[src/rtl/flow_pulse_totalizer_rate_macros.svh]
// Assertion macros shared by the flow totalizer RTL.
// Included by the modules that carry concurrent checks; no other dependencies.
`ifndef FLOW_PULSE_TOTALIZER_RATE_MACROS_SVH
`define FLOW_PULSE_TOTALIZER_RATE_MACROS_SVH
`ifndef ASSERT_OFF
// Expression holds at every clock edge outside reset.
`define FPTR_ASSERT(label, clk, rst_n, expr) \
    label: assert property (@(posedge clk) disable iff (!rst_n) (expr)) \
        else $error("fptr assertion failed");
// Antecedent implies consequent in the same cycle.
`define FPTR_ASSERT_IMPL(label, clk, rst_n, ante, cons) \
    label: assert property (@(posedge clk) disable iff (!rst_n) (ante) |-> (cons)) \
        else $error("fptr implication failed");
// Antecedent implies consequent in the next cycle.
`define FPTR_ASSERT_NEXT(label, clk, rst_n, ante, cons) \
    label: assert property (@(posedge clk) disable iff (!rst_n) (ante) |=> (cons)) \
        else $error("fptr next-cycle check failed");
`else
`define FPTR_ASSERT(label, clk, rst_n, expr)
`define FPTR_ASSERT_IMPL(label, clk, rst_n, ante, cons)
`define FPTR_ASSERT_NEXT(label, clk, rst_n, ante, cons)
`endif
`endif

[src/rtl/fptr_pkg.sv]
// Package for the flow totalizer: payload structs, command/status structs,
// controller states and arithmetic constants. No dependencies.
`default_nettype none

package fptr_pkg;

    // Ring depth default.
    localparam int RING_DEPTH_DEF = 8;

    // Field widths.
    localparam int CNT_W      = 32;
    localparam int TIME_W     = 32;
    localparam int PPG_W      = 24;
    localparam int INTERVAL_W = 16;
    localparam int OUT_W      = 40;

    // Configuration port.
    localparam int CFG_IDX_W  = 2;
    localparam int CFG_DATA_W = 24;
    localparam logic [CFG_IDX_W-1:0] CFG_IDX_PPG      = 2'd0;
    localparam logic [CFG_IDX_W-1:0] CFG_IDX_INTERVAL = 2'd1;
    localparam logic [PPG_W-1:0]      PPG_RESET      = 24'd256;
    localparam logic [INTERVAL_W-1:0] INTERVAL_RESET = 16'd1000;

    // Opcodes.
    localparam logic OP_TICK  = 1'b0;
    localparam logic OP_RESET = 1'b1;

    // Divider geometry: 64-bit dividend, 56-bit divisor, 40-bit quotient.
    localparam int DIV_NUM_W   = 64;
    localparam int DIV_DEN_W   = 56;
    localparam int DIV_STEPS   = OUT_W;
    localparam int DIV_CNT_W   = $clog2(DIV_STEPS);
    localparam int FRAC_SHIFT  = 16;
    localparam int MS_PER_MIN_W = 16;
    localparam logic [MS_PER_MIN_W-1:0] MS_PER_MIN = 16'd60000;
    localparam int DP_PROD_W   = CNT_W + MS_PER_MIN_W;

    typedef struct packed {
        logic              opcode;
        logic [CNT_W-1:0]  pulse_count;
        logic [TIME_W-1:0] now_ms;
    } t_in_item;

    typedef struct packed {
        logic [OUT_W-1:0] gallons_q8;
        logic [OUT_W-1:0] rate_gpm_q8;
        logic             saturated;
    } t_out_item;

    typedef enum logic [2:0] {
        S_IDLE,
        S_GAL_GO,
        S_GAL_WAIT,
        S_MUL,
        S_RATE_GO,
        S_RATE_WAIT,
        S_FIN
    } t_state;

    // Controller to datapath.
    typedef struct packed {
        logic accept;
        logic div_start;
        logic div_sel_rate;
        logic gal_load;
        logic mul_load;
        logic out_load;
    } t_dp_cmd;

    // Datapath to controller.
    typedef struct packed {
        logic div_done;
        logic rate_ok;
        logic out_free;
    } t_dp_status;

endpackage

`default_nettype wire

[src/rtl/fptr_ram.sv]
// Generic single-write, single-read RAM with registered read data.
// No dependencies.
`default_nettype none

module fptr_ram #(
    parameter int WIDTH = 64,
    parameter int DEPTH = 8
) (
    input  wire logic                     i_clk,
    input  wire logic                     i_wr_en,
    input  wire logic [$clog2(DEPTH)-1:0] i_wr_addr,
    input  wire logic [WIDTH-1:0]         i_wr_data,
    input  wire logic [$clog2(DEPTH)-1:0] i_rd_addr,
    output logic      [WIDTH-1:0]         o_rd_data
);

    logic [WIDTH-1:0] r_mem [DEPTH];

    // Write port and registered read port.
    always_ff @(posedge i_clk) begin
        if (i_wr_en) begin
            r_mem[i_wr_addr] <= i_wr_data;
        end
        o_rd_data <= r_mem[i_rd_addr];
    end

endmodule

`default_nettype wire

[src/rtl/fptr_div.sv]
// Restoring divider, one quotient bit per cycle, with an up-front overflow test
// that clips quotients of 2^40 and above. Depends on fptr_pkg and the macro header.
`default_nettype none
`include "flow_pulse_totalizer_rate_macros.svh"

module fptr_div (
    input  wire logic                           i_clk,
    input  wire logic                           i_rst_n,
    input  wire logic                           i_start,
    input  wire logic [fptr_pkg::DIV_NUM_W-1:0] i_num,
    input  wire logic [fptr_pkg::DIV_DEN_W-1:0] i_den,
    output logic                                o_done,
    output logic      [fptr_pkg::OUT_W-1:0]     o_quot,
    output logic                                o_ovf
);

    localparam int NUM_W = fptr_pkg::DIV_NUM_W;
    localparam int DEN_W = fptr_pkg::DIV_DEN_W;
    localparam int Q_W   = fptr_pkg::OUT_W;
    localparam int HI_W  = NUM_W - Q_W;

    logic                           r_busy;
    logic                           r_done;
    logic                           r_ovf;
    logic [fptr_pkg::DIV_CNT_W-1:0] r_cnt;
    logic [DEN_W-1:0]               r_rem;
    logic [DEN_W-1:0]               r_den;
    logic [Q_W-1:0]                 r_nq;

    logic             start_ovf;
    logic [DEN_W:0]   trial;
    logic [DEN_W:0]   trial_diff;
    logic             trial_ge;

    // The quotient overflows 40 bits exactly when the top dividend bits reach the divisor.
    assign start_ovf = ({{(DEN_W-HI_W){1'b0}}, i_num[NUM_W-1:Q_W]} >= i_den);

    // One restoring step: shift in the next dividend bit and try the subtract.
    assign trial      = {r_rem, r_nq[Q_W-1]};
    assign trial_diff = trial - {1'b0, r_den};
    assign trial_ge   = (trial >= {1'b0, r_den});

    // Control: busy flag, step count and the one-cycle done pulse.
    always_ff @(posedge i_clk) begin
        if (!i_rst_n) begin
            r_busy <= 1'b0;
            r_done <= 1'b0;
            r_cnt  <= '0;
        end else begin
            r_done <= 1'b0;
            if (i_start) begin
                r_busy <= !start_ovf;
                r_done <= start_ovf;
                r_cnt  <= '0;
            end else if (r_busy) begin
                r_cnt <= r_cnt + 1'b1;
                if (r_cnt == fptr_pkg::DIV_CNT_W'(Q_W - 1)) begin
                    r_busy <= 1'b0;
                    r_done <= 1'b1;
                end
            end
        end
    end

    // Datapath: remainder, divisor and the shared dividend/quotient register.
    always_ff @(posedge i_clk) begin
        if (i_start) begin
            r_ovf <= start_ovf;
            r_den <= i_den;
            r_rem <= {{(DEN_W-HI_W){1'b0}}, i_num[NUM_W-1:Q_W]};
            r_nq  <= start_ovf ? {Q_W{1'b1}} : i_num[Q_W-1:0];
        end else if (r_busy) begin
            r_rem <= trial_ge ? trial_diff[DEN_W-1:0] : trial[DEN_W-1:0];
            r_nq  <= {r_nq[Q_W-2:0], trial_ge};
        end
    end

    assign o_done = r_done;
    assign o_quot = r_nq;
    assign o_ovf  = r_ovf;

    `FPTR_ASSERT_IMPL(a_start_when_idle, i_clk, i_rst_n, i_start, !r_busy)
    `FPTR_ASSERT_NEXT(a_done_single, i_clk, i_rst_n, r_done, !r_done)

endmodule

`default_nettype wire

[src/rtl/fptr_datapath.sv]
// Datapath of the flow totalizer: configuration, baseline and ring state,
// sample RAM, multipliers, shared divider and output register.
// Depends on fptr_pkg, fptr_ram, fptr_div and the macro header.
`default_nettype none
`include "flow_pulse_totalizer_rate_macros.svh"

module fptr_datapath #(
    parameter int RING_DEPTH = fptr_pkg::RING_DEPTH_DEF
) (
    input  wire logic                            i_clk,
    input  wire logic                            i_rst_n,
    input  wire fptr_pkg::t_dp_cmd               i_cmd,
    output fptr_pkg::t_dp_status                 o_status,
    input  wire fptr_pkg::t_in_item              i_in_data,
    input  wire logic                            i_cfg_we,
    input  wire logic [fptr_pkg::CFG_IDX_W-1:0]  i_cfg_index,
    input  wire logic [fptr_pkg::CFG_DATA_W-1:0] i_cfg_data,
    output logic                                 o_out_valid,
    input  wire logic                            i_out_stall,
    output fptr_pkg::t_out_item                  o_out_data
);

    localparam int HEAD_W = $clog2(RING_DEPTH);
    localparam int FILL_W = $clog2(RING_DEPTH + 1);
    localparam int CNT_W  = fptr_pkg::CNT_W;
    localparam int TIME_W = fptr_pkg::TIME_W;
    localparam int ENT_W  = TIME_W + CNT_W;
    localparam int OUT_W  = fptr_pkg::OUT_W;
    localparam int NUM_W  = fptr_pkg::DIV_NUM_W;
    localparam int DEN_W  = fptr_pkg::DIV_DEN_W;
    localparam int FS     = fptr_pkg::FRAC_SHIFT;

    // Configuration registers.
    logic [fptr_pkg::PPG_W-1:0]      r_ppg;
    logic [fptr_pkg::INTERVAL_W-1:0] r_interval;

    // Totalizer and ring bookkeeping.
    logic [CNT_W-1:0]  r_baseline;
    logic [CNT_W-1:0]  r_latest;
    logic [CNT_W-1:0]  r_newest_cnt;
    logic [TIME_W-1:0] r_last_time;
    logic [HEAD_W-1:0] r_head;
    logic [FILL_W-1:0] r_fill;

    // Arithmetic holding registers.
    logic [OUT_W-1:0]                 r_gal;
    logic                             r_gal_sat;
    logic [fptr_pkg::DP_PROD_W-1:0]   r_prod_dp;
    logic [DEN_W-1:0]                 r_prod_den;
    logic                             r_rate_ok;

    // Output register.
    logic                r_out_valid;
    fptr_pkg::t_out_item r_out;

    logic [HEAD_W-1:0] head_inc;
    logic              tick_push;
    logic              push;
    logic [HEAD_W-1:0] wr_addr;
    logic [HEAD_W-1:0] oldest_idx;
    logic [ENT_W-1:0]  oldest_ent;
    logic [TIME_W-1:0] dt;
    logic [CNT_W-1:0]  dp;
    logic [CNT_W-1:0]  dg;
    logic [NUM_W-1:0]  div_num;
    logic [DEN_W-1:0]  div_den;
    logic              div_done;
    logic [OUT_W-1:0]  div_quot;
    logic              div_ovf;
    logic              out_free;

    // Configuration writes; a zero meter constant is dropped.
    always_ff @(posedge i_clk) begin
        if (!i_rst_n) begin
            r_ppg      <= fptr_pkg::PPG_RESET;
            r_interval <= fptr_pkg::INTERVAL_RESET;
        end else if (i_cfg_we) begin
            if (i_cfg_index == fptr_pkg::CFG_IDX_PPG) begin
                if (i_cfg_data != '0) begin
                    r_ppg <= i_cfg_data[fptr_pkg::PPG_W-1:0];
                end
            end else if (i_cfg_index == fptr_pkg::CFG_IDX_INTERVAL) begin
                r_interval <= i_cfg_data[fptr_pkg::INTERVAL_W-1:0];
            end
        end
    end

    // Push decision for an accepted beat.
    assign head_inc  = (r_head == HEAD_W'(RING_DEPTH - 1)) ? '0 : r_head + HEAD_W'(1);
    assign tick_push = (r_fill == '0) ||
                       ((i_in_data.now_ms - r_last_time) >= {16'b0, r_interval});
    assign push      = i_cmd.accept &&
                       ((i_in_data.opcode == fptr_pkg::OP_RESET) || tick_push);
    assign wr_addr   = (i_in_data.opcode == fptr_pkg::OP_RESET) ? '0 : r_head;

    // Baseline, latest count and ring pointers.
    always_ff @(posedge i_clk) begin
        if (!i_rst_n) begin
            r_baseline   <= '0;
            r_latest     <= '0;
            r_newest_cnt <= '0;
            r_last_time  <= '0;
            r_head       <= '0;
            r_fill       <= '0;
        end else if (i_cmd.accept) begin
            r_latest <= i_in_data.pulse_count;
            if (i_in_data.opcode == fptr_pkg::OP_RESET) begin
                r_baseline   <= i_in_data.pulse_count;
                r_newest_cnt <= i_in_data.pulse_count;
                r_last_time  <= i_in_data.now_ms;
                r_head       <= HEAD_W'(1);
                r_fill       <= FILL_W'(1);
            end else if (tick_push) begin
                r_newest_cnt <= i_in_data.pulse_count;
                r_last_time  <= i_in_data.now_ms;
                r_head       <= head_inc;
                if (r_fill != FILL_W'(RING_DEPTH)) begin
                    r_fill <= r_fill + FILL_W'(1);
                end
            end
        end
    end

    // The oldest sample is entry 0 until the ring wraps, then the head entry.
    assign oldest_idx = (r_fill == FILL_W'(RING_DEPTH)) ? r_head : '0;

    fptr_ram #(
        .WIDTH (ENT_W),
        .DEPTH (RING_DEPTH)
    ) u_ring (
        .i_clk     (i_clk),
        .i_wr_en   (push),
        .i_wr_addr (wr_addr),
        .i_wr_data ({i_in_data.now_ms, i_in_data.pulse_count}),
        .i_rd_addr (oldest_idx),
        .o_rd_data (oldest_ent)
    );

    // Differences between the newest sample and the oldest one, and the count since the baseline.
    assign dt = r_last_time - oldest_ent[ENT_W-1:CNT_W];
    assign dp = r_newest_cnt - oldest_ent[CNT_W-1:0];
    assign dg = r_latest - r_baseline;

    // Rate products: dp * 60000 and K * dt.
    always_ff @(posedge i_clk) begin
        if (i_cmd.mul_load) begin
            r_prod_dp  <= fptr_pkg::DP_PROD_W'(dp) *
                          fptr_pkg::DP_PROD_W'(fptr_pkg::MS_PER_MIN);
            r_prod_den <= DEN_W'(r_ppg) * DEN_W'(dt);
            r_rate_ok  <= o_status.rate_ok;
        end
    end

    // Divider operands: gallons first, then the rate.
    assign div_num = i_cmd.div_sel_rate ? {r_prod_dp, {FS{1'b0}}}
                                        : {{(NUM_W-CNT_W-FS){1'b0}}, dg, {FS{1'b0}}};
    assign div_den = i_cmd.div_sel_rate ? r_prod_den
                                        : {{(DEN_W-fptr_pkg::PPG_W){1'b0}}, r_ppg};

    fptr_div u_div (
        .i_clk   (i_clk),
        .i_rst_n (i_rst_n),
        .i_start (i_cmd.div_start),
        .i_num   (div_num),
        .i_den   (div_den),
        .o_done  (div_done),
        .o_quot  (div_quot),
        .o_ovf   (div_ovf)
    );

    // Gallons result is parked while the rate division runs.
    always_ff @(posedge i_clk) begin
        if (i_cmd.gal_load) begin
            r_gal     <= div_quot;
            r_gal_sat <= div_ovf;
        end
    end

    // Output register; it frees up when the current beat is taken.
    assign out_free = !r_out_valid || !i_out_stall;

    always_ff @(posedge i_clk) begin
        if (!i_rst_n) begin
            r_out_valid <= 1'b0;
        end else if (i_cmd.out_load) begin
            r_out_valid <= 1'b1;
        end else if (!i_out_stall) begin
            r_out_valid <= 1'b0;
        end
    end

    always_ff @(posedge i_clk) begin
        if (i_cmd.out_load) begin
            r_out.gallons_q8  <= r_gal;
            r_out.rate_gpm_q8 <= r_rate_ok ? div_quot : '0;
            r_out.saturated   <= r_gal_sat || (r_rate_ok && div_ovf);
        end
    end

    assign o_status.div_done = div_done;
    assign o_status.rate_ok  = (r_fill >= FILL_W'(2)) && (dt != '0);
    assign o_status.out_free = out_free;
    assign o_out_valid       = r_out_valid;
    assign o_out_data        = r_out;

    `FPTR_ASSERT(a_fill_bound, i_clk, i_rst_n, r_fill <= FILL_W'(RING_DEPTH))
    `FPTR_ASSERT(a_head_wraps, i_clk, i_rst_n, r_head <= HEAD_W'(RING_DEPTH - 1))
    `FPTR_ASSERT_IMPL(a_no_overwrite, i_clk, i_rst_n, i_cmd.out_load, out_free)

endmodule

`default_nettype wire

[src/rtl/fptr_ctrl.sv]
// Controller of the flow totalizer: sequences accept, gallons division,
// rate products, rate division and the output load. Depends on fptr_pkg and macros.
`default_nettype none
`include "flow_pulse_totalizer_rate_macros.svh"

module fptr_ctrl (
    input  wire logic                 i_clk,
    input  wire logic                 i_rst_n,
    input  wire logic                 i_in_valid,
    output logic                      o_in_stall,
    input  wire fptr_pkg::t_dp_status i_status,
    output fptr_pkg::t_dp_cmd         o_cmd
);

    fptr_pkg::t_state r_state;
    fptr_pkg::t_state n_state;

    // State register.
    always_ff @(posedge i_clk) begin
        if (!i_rst_n) begin
            r_state <= fptr_pkg::S_IDLE;
        end else begin
            r_state <= n_state;
        end
    end

    // Next state.
    always_comb begin
        n_state = r_state;
        unique case (r_state)
            fptr_pkg::S_IDLE: begin
                if (i_in_valid) n_state = fptr_pkg::S_GAL_GO;
            end
            fptr_pkg::S_GAL_GO: begin
                n_state = fptr_pkg::S_GAL_WAIT;
            end
            fptr_pkg::S_GAL_WAIT: begin
                if (i_status.div_done) n_state = fptr_pkg::S_MUL;
            end
            fptr_pkg::S_MUL: begin
                n_state = i_status.rate_ok ? fptr_pkg::S_RATE_GO : fptr_pkg::S_FIN;
            end
            fptr_pkg::S_RATE_GO: begin
                n_state = fptr_pkg::S_RATE_WAIT;
            end
            fptr_pkg::S_RATE_WAIT: begin
                if (i_status.div_done) n_state = fptr_pkg::S_FIN;
            end
            fptr_pkg::S_FIN: begin
                if (i_status.out_free) n_state = fptr_pkg::S_IDLE;
            end
            default: begin
                n_state = fptr_pkg::S_IDLE;
            end
        endcase
    end

    // Commands to the datapath.
    always_comb begin
        o_cmd        = '0;
        o_in_stall   = 1'b1;
        unique case (r_state)
            fptr_pkg::S_IDLE: begin
                o_in_stall   = 1'b0;
                o_cmd.accept = i_in_valid;
            end
            fptr_pkg::S_GAL_GO: begin
                o_cmd.div_start = 1'b1;
            end
            fptr_pkg::S_GAL_WAIT: begin
                o_cmd.gal_load = i_status.div_done;
            end
            fptr_pkg::S_MUL: begin
                o_cmd.mul_load = 1'b1;
            end
            fptr_pkg::S_RATE_GO: begin
                o_cmd.div_start    = 1'b1;
                o_cmd.div_sel_rate = 1'b1;
            end
            fptr_pkg::S_RATE_WAIT: begin
                o_cmd.div_sel_rate = 1'b1;
            end
            fptr_pkg::S_FIN: begin
                o_cmd.out_load = i_status.out_free;
            end
            default: begin
                o_cmd = '0;
            end
        endcase
    end

    `FPTR_ASSERT_IMPL(a_done_while_waiting, i_clk, i_rst_n, i_status.div_done, r_state == fptr_pkg::S_GAL_WAIT || r_state == fptr_pkg::S_RATE_WAIT)

endmodule

`default_nettype wire

[src/rtl/flow_pulse_totalizer_rate.sv]
// Top level of the pulse flow meter totalizer with windowed flow rate.
// Depends on fptr_pkg, fptr_ctrl and fptr_datapath.
//
// The block takes one beat at a time: a tick or a baseline reset carrying a
// 32-bit pulse count and a millisecond timestamp, and returns one beat with
// gallons since the baseline and the flow rate between the oldest and newest
// samples of the ring, both Q.8 and clipped at 2^40-1 with a flag. Both results
// come out of one shared divider that retires a quotient bit per cycle, so the
// result of an item is loaded into the output register once its divisions end,
// later while the receiver leaves the previous result stalled there, and the next
// item is taken the cycle after that load, never while one is in flight. A clipped
// quotient ends its division at once, and when fewer than two samples are held or
// the time span is zero the rate division is skipped. The sample ring needs no
// clearing after reset. Configuration writes are always taken.
`default_nettype none

module flow_pulse_totalizer_rate #(
    parameter int RING_DEPTH = fptr_pkg::RING_DEPTH_DEF
) (
    input  wire logic                            i_clk,
    input  wire logic                            i_rst_n,
    input  wire logic                            i_in_valid,
    output logic                                 o_in_stall,
    input  wire fptr_pkg::t_in_item              i_in_data,
    output logic                                 o_out_valid,
    input  wire logic                            i_out_stall,
    output fptr_pkg::t_out_item                  o_out_data,
    input  wire logic                            i_cfg_valid,
    output logic                                 o_cfg_ready,
    input  wire logic [fptr_pkg::CFG_IDX_W-1:0]  i_cfg_index,
    input  wire logic [fptr_pkg::CFG_DATA_W-1:0] i_cfg_data
);

    fptr_pkg::t_dp_cmd    cmd;
    fptr_pkg::t_dp_status status;

    // Registers accept a write in any cycle.
    assign o_cfg_ready = 1'b1;

    fptr_ctrl u_ctrl (
        .i_clk      (i_clk),
        .i_rst_n    (i_rst_n),
        .i_in_valid (i_in_valid),
        .o_in_stall (o_in_stall),
        .i_status   (status),
        .o_cmd      (cmd)
    );

    fptr_datapath #(
        .RING_DEPTH (RING_DEPTH)
    ) u_datapath (
        .i_clk       (i_clk),
        .i_rst_n     (i_rst_n),
        .i_cmd       (cmd),
        .o_status    (status),
        .i_in_data   (i_in_data),
        .i_cfg_we    (i_cfg_valid && o_cfg_ready),
        .i_cfg_index (i_cfg_index),
        .i_cfg_data  (i_cfg_data),
        .o_out_valid (o_out_valid),
        .i_out_stall (i_out_stall),
        .o_out_data  (o_out_data)
    );

endmodule

`default_nettype wire
[config.mk]
export PLATFORM = sky130hd
export DESIGN_NAME = flow_pulse_totalizer_rate
export DESIGN_NICKNAME = d
export VERILOG_FILES = /design/src/rtl/fptr_pkg.sv /design/src/rtl/fptr_ram.sv /design/src/rtl/fptr_div.sv /design/src/rtl/fptr_datapath.sv /design/src/rtl/fptr_ctrl.sv /design/src/rtl/flow_pulse_totalizer_rate.sv
export VERILOG_INCLUDE_DIRS = /design/src /design/src/rtl
export SDC_FILE = /design/constraint.sdc
export NUM_CORES = 2
export LEC_CHECK = 0
export ABC_AREA = 1
export BUFFER_PORTS_ARGS = -buffer_cell sky130_fd_sc_hd__buf_4
export CAP_MARGIN = 20
export CORE_MARGIN = 4
export CORE_UTILIZATION = 65
export CTS_CLUSTER_SIZE = 28
export DETAILED_ROUTE_END_ITERATION = 10
export GPL_TIMING_DRIVEN = 0
export PLACE_DENSITY = 0.8
export SLEW_MARGIN = 10
export SYNTH_ARGS = -nofsm -noshare
export SYNTH_HDL_FRONTEND = slang
export SYNTH_SLANG_ARGS = --single-unit
[constraint.sdc]
create_clock -name i_clk -period 11.7 [get_ports i_clk]
set_input_delay 1.17 -clock i_clk [delete_from_list [all_inputs] [get_ports i_clk]]
set_output_delay 1.17 -clock i_clk [all_outputs]
set_load 0.02 [all_outputs]
==> out/metrics.yaml <==
finalCritPeriodShare: 0.8268
cp_slowest_stage_delay_ns: 0.61
grt_pass1_wl_um: 413000
io_buffers: 176
cpMostUsedCell: "inv_1"
seqCellArea_um2: 31340
hold-worst-slack_ns: 0.4063
syn_nets: 10880
postCtsSetupRepairBufs: 0
placement_rows: 132
hpwl_um: 217200
endpoint_kind: "register"
async_reset_ff_frac: 0
synth_area_um2: 85410
synthFlopType: "edfxtp_1"
synth.distinct_cells: 55
finalCriticalPeriod_ns: 9.674
ant_nets: 0
core_um2: 130000
synth_most_common_cell: "inv_1"
status: "complete, no violations"
synth-edff-count: 855
holdPathStages: 0
syn_to_final_growth_pct: 9.377
io_pins: 180
grt_pass1_vias: 69520
firstDrtPassIters: 7
fillers: 9758
rr_worst_depth: 33
track_usage: 0.4014
netlist.area_leader.share: 0.3006
yosys.area.top_type: "edfxtp_1"
finalWirelength_um: 275900
rsz0062_at_grt: "no"
min_path_type: "reg -> reg"
grt_antenna_before_repair: 24
yosys_warnings: 0
worstHoldStart: "u_datapath.r_gal[23]"
final_hold_viol_count: 0
worstMarginPinSlew_ns: 1.245
slew_headroom: 0.1698
numCtsBuffers: 111
globalplace.congestion: 1.060
setup_viol: 0
cts-resized-gates: 0
start_kind: "register"
dieArea_um2: 137300
cts-root-buf: "clkbuf_16"
r2r_end: "u_datapath.r_prod_den[51]"
reg2reg_from: "u_datapath.u_ring.o_rd_data[48]"
synthTopCellsByCount: "inv_1, nand2_1, nor2_1, edfxtp_1, fa_1"
whs_endpoint: "u_datapath.o_out_data[64]"
die_w_um: 370.5
netlist_instances: 9466
drive_gt1_frac: 0.06599
cts_tree: "built"
grt_start_max_net_pins: 67
yosysSeqAreaShare: 0.3669
fmax_ghz: 0.1034
ys_ff_latch: 1138
required_ns: 12.15
avgViaCountPerCell: 5.977
cpMaxStageDelayCell: "clkbuf_1"
finClkSkew_ns: 0.07793
multi_input_area_um2: 46180
grt_overflow_total: 0
cts_buffer_depth: 3
initial_core_util: 0.6571
vias: 69830
r2r_setup_slack_ns: 2.03
syn_avg_cell_area_um2: 9.023
cts.sinks: 1138
htree_levels: 3
insertion_delay_ns: 0.77
cts-hold-fix-buffers: 0
critPathKind: "reg -> reg"
final_nets: 11250
worst-endpoint-arrival_ns: 10.13
worstPathMaxFanout: 10
drtIter0Drc: 8349
drcViolationCount: 0
max_cap_violations: 0
final_max_slew_viol_count: 0
clkTransAtPathRegs_ns: 0.06
wire_per_inst_um: 23.61
die_h_um: 370.5
synth_top_cells_by_area: "edfxtp_1, fa_1, ha_1"
[layer usage]
layer	wire, um	track usage
met4	16910	0.2052
met5	144	0.003917
met3	32660	0.1141
met1	104900	0.5249
met2	121300	0.6149
[state kept, by name, indices dropped and copies added (netlist names), 3 cells and up]
signal and cells:
u_datapath.u_ring.r_mem 512, u_datapath.o_out_data 81, u_datapath.u_ring.o_rd_data 64, u_datapath.r_prod_den 56
u_datapath.u_div.r_den 56, u_datapath.u_div.r_rem 56, u_datapath.r_prod_dp 43, u_datapath.r_gal 40
u_datapath.u_div.o_quot 40, u_datapath.r_baseline 32, u_datapath.r_last_time 32, u_datapath.r_latest 32
u_datapath.r_newest_cnt 32, u_datapath.r_ppg 24, u_datapath.r_interval 16, u_datapath.u_div.r_cnt 6
u_datapath.r_fill 4, u_ctrl.r_state 3, u_datapath.r_head 3
[final cells by class]
| cell class | count | area share |
|---|---|---|
| multi-input cells | 6243 | 0.4943 |
| flip-flops and latches | 1138 | 0.3355 |
| inverters | 1744 | 0.07010 |
| clock buffers | 155 | 0.03218 |
| well taps | 1742 | 0.02333 |
| repair buffers | 251 | 0.02233 |
| plain buffers | 341 | 0.01520 |
| clock inverters | 54 | 0.006656 |
| diodes | 16 | 0.0004286 |
[through the flow]
step / cell area [um^2] / util / setup TNS (ns) / instances / setup slack (ns)
floorplan: 85410 / - / 0 / 9466 / 1.388
global placement: 88910 / 0.6841 / -592.78 / 11380 / -3.401
detailed placement: 89720 / 0.6903 / 0 / 11460 / 2.291
CTS: 93350 / 0.7182 / 0 / 11670 / 2.199
global route: 93400 / 0.7186 / 0 / 11680 / 1.535
finish: 93420 / 0.7187 / 0 / 11680 / 2.026
[worst max-delay path by stage]
stage | from | end
floorplan | i_in_data[0] | u_datapath.u_ring.r_mem[1][0]
CTS | u_datapath.r_last_time[0] | u_datapath.r_prod_den[52]
global placement | i_in_data[0] | u_datapath.u_ring.r_mem[1][59]
global route | u_datapath.u_ring.o_rd_data[48] | u_datapath.r_prod_den[51]
detailed placement | u_datapath.r_last_time[0] | u_datapath.r_prod_den[48]
finish | u_datapath.u_ring.o_rd_data[48] | u_datapath.r_prod_den[51]
[cells in the final DEF (no fill, tap or decap), types with 38 or more instances in the layout]
master     netlist  final
clkbuf_16        0    111
nor3_1          46     39
a21oi_1        619    619
o221ai_1        70     70
nand3_1        158    158
xor2_1         122    122
or2_2           41     41
o21a_1          89     89
nand4_1         46     46
clkbuf_1       293    329
o21ai_0        375    375
nand2_2         38     38
fa_1           804    804
inv_1         1712   1711
edfxtp_1       855    855
ha_1           517    517
a31oi_1        112    112
dfxtp_1        283    283
a31o_2          64     64
o211ai_1        52     52
nor2_1        1106   1104
buf_4            2    215
nand2_1       1691   1691
xnor2_1         67     67
[logic make-up (layout without fill, tap and decap cells)]
family          after synthesis  after routing  synth area share
flops                      1138           1138            0.3669
xor+xnor                    189            189           0.01938
buf+inv                    2085           2545           0.09322
compound gates             1530           1530            0.1059
fa+ha+maj                  1321           1321            0.2642
other cells                   1             17        0.00004390
simple gates               3202           3202            0.1504
[worst max-delay path, delay by kind of cell (launching register included)]
family	cells	cell delay, ns
adders and majority gates	9	4.44
and+or+nand+nor	10	1.79
buffers and inverters	10	1.67
AOI/OAI and AO/OA	3	0.96
DFF	1	0.31
xor gates and xnor gates	1	0.11
Power is left out: the tool's default activity adds up to more than one toggle a clock period on the data nets, which glitch-free logic cannot reach.
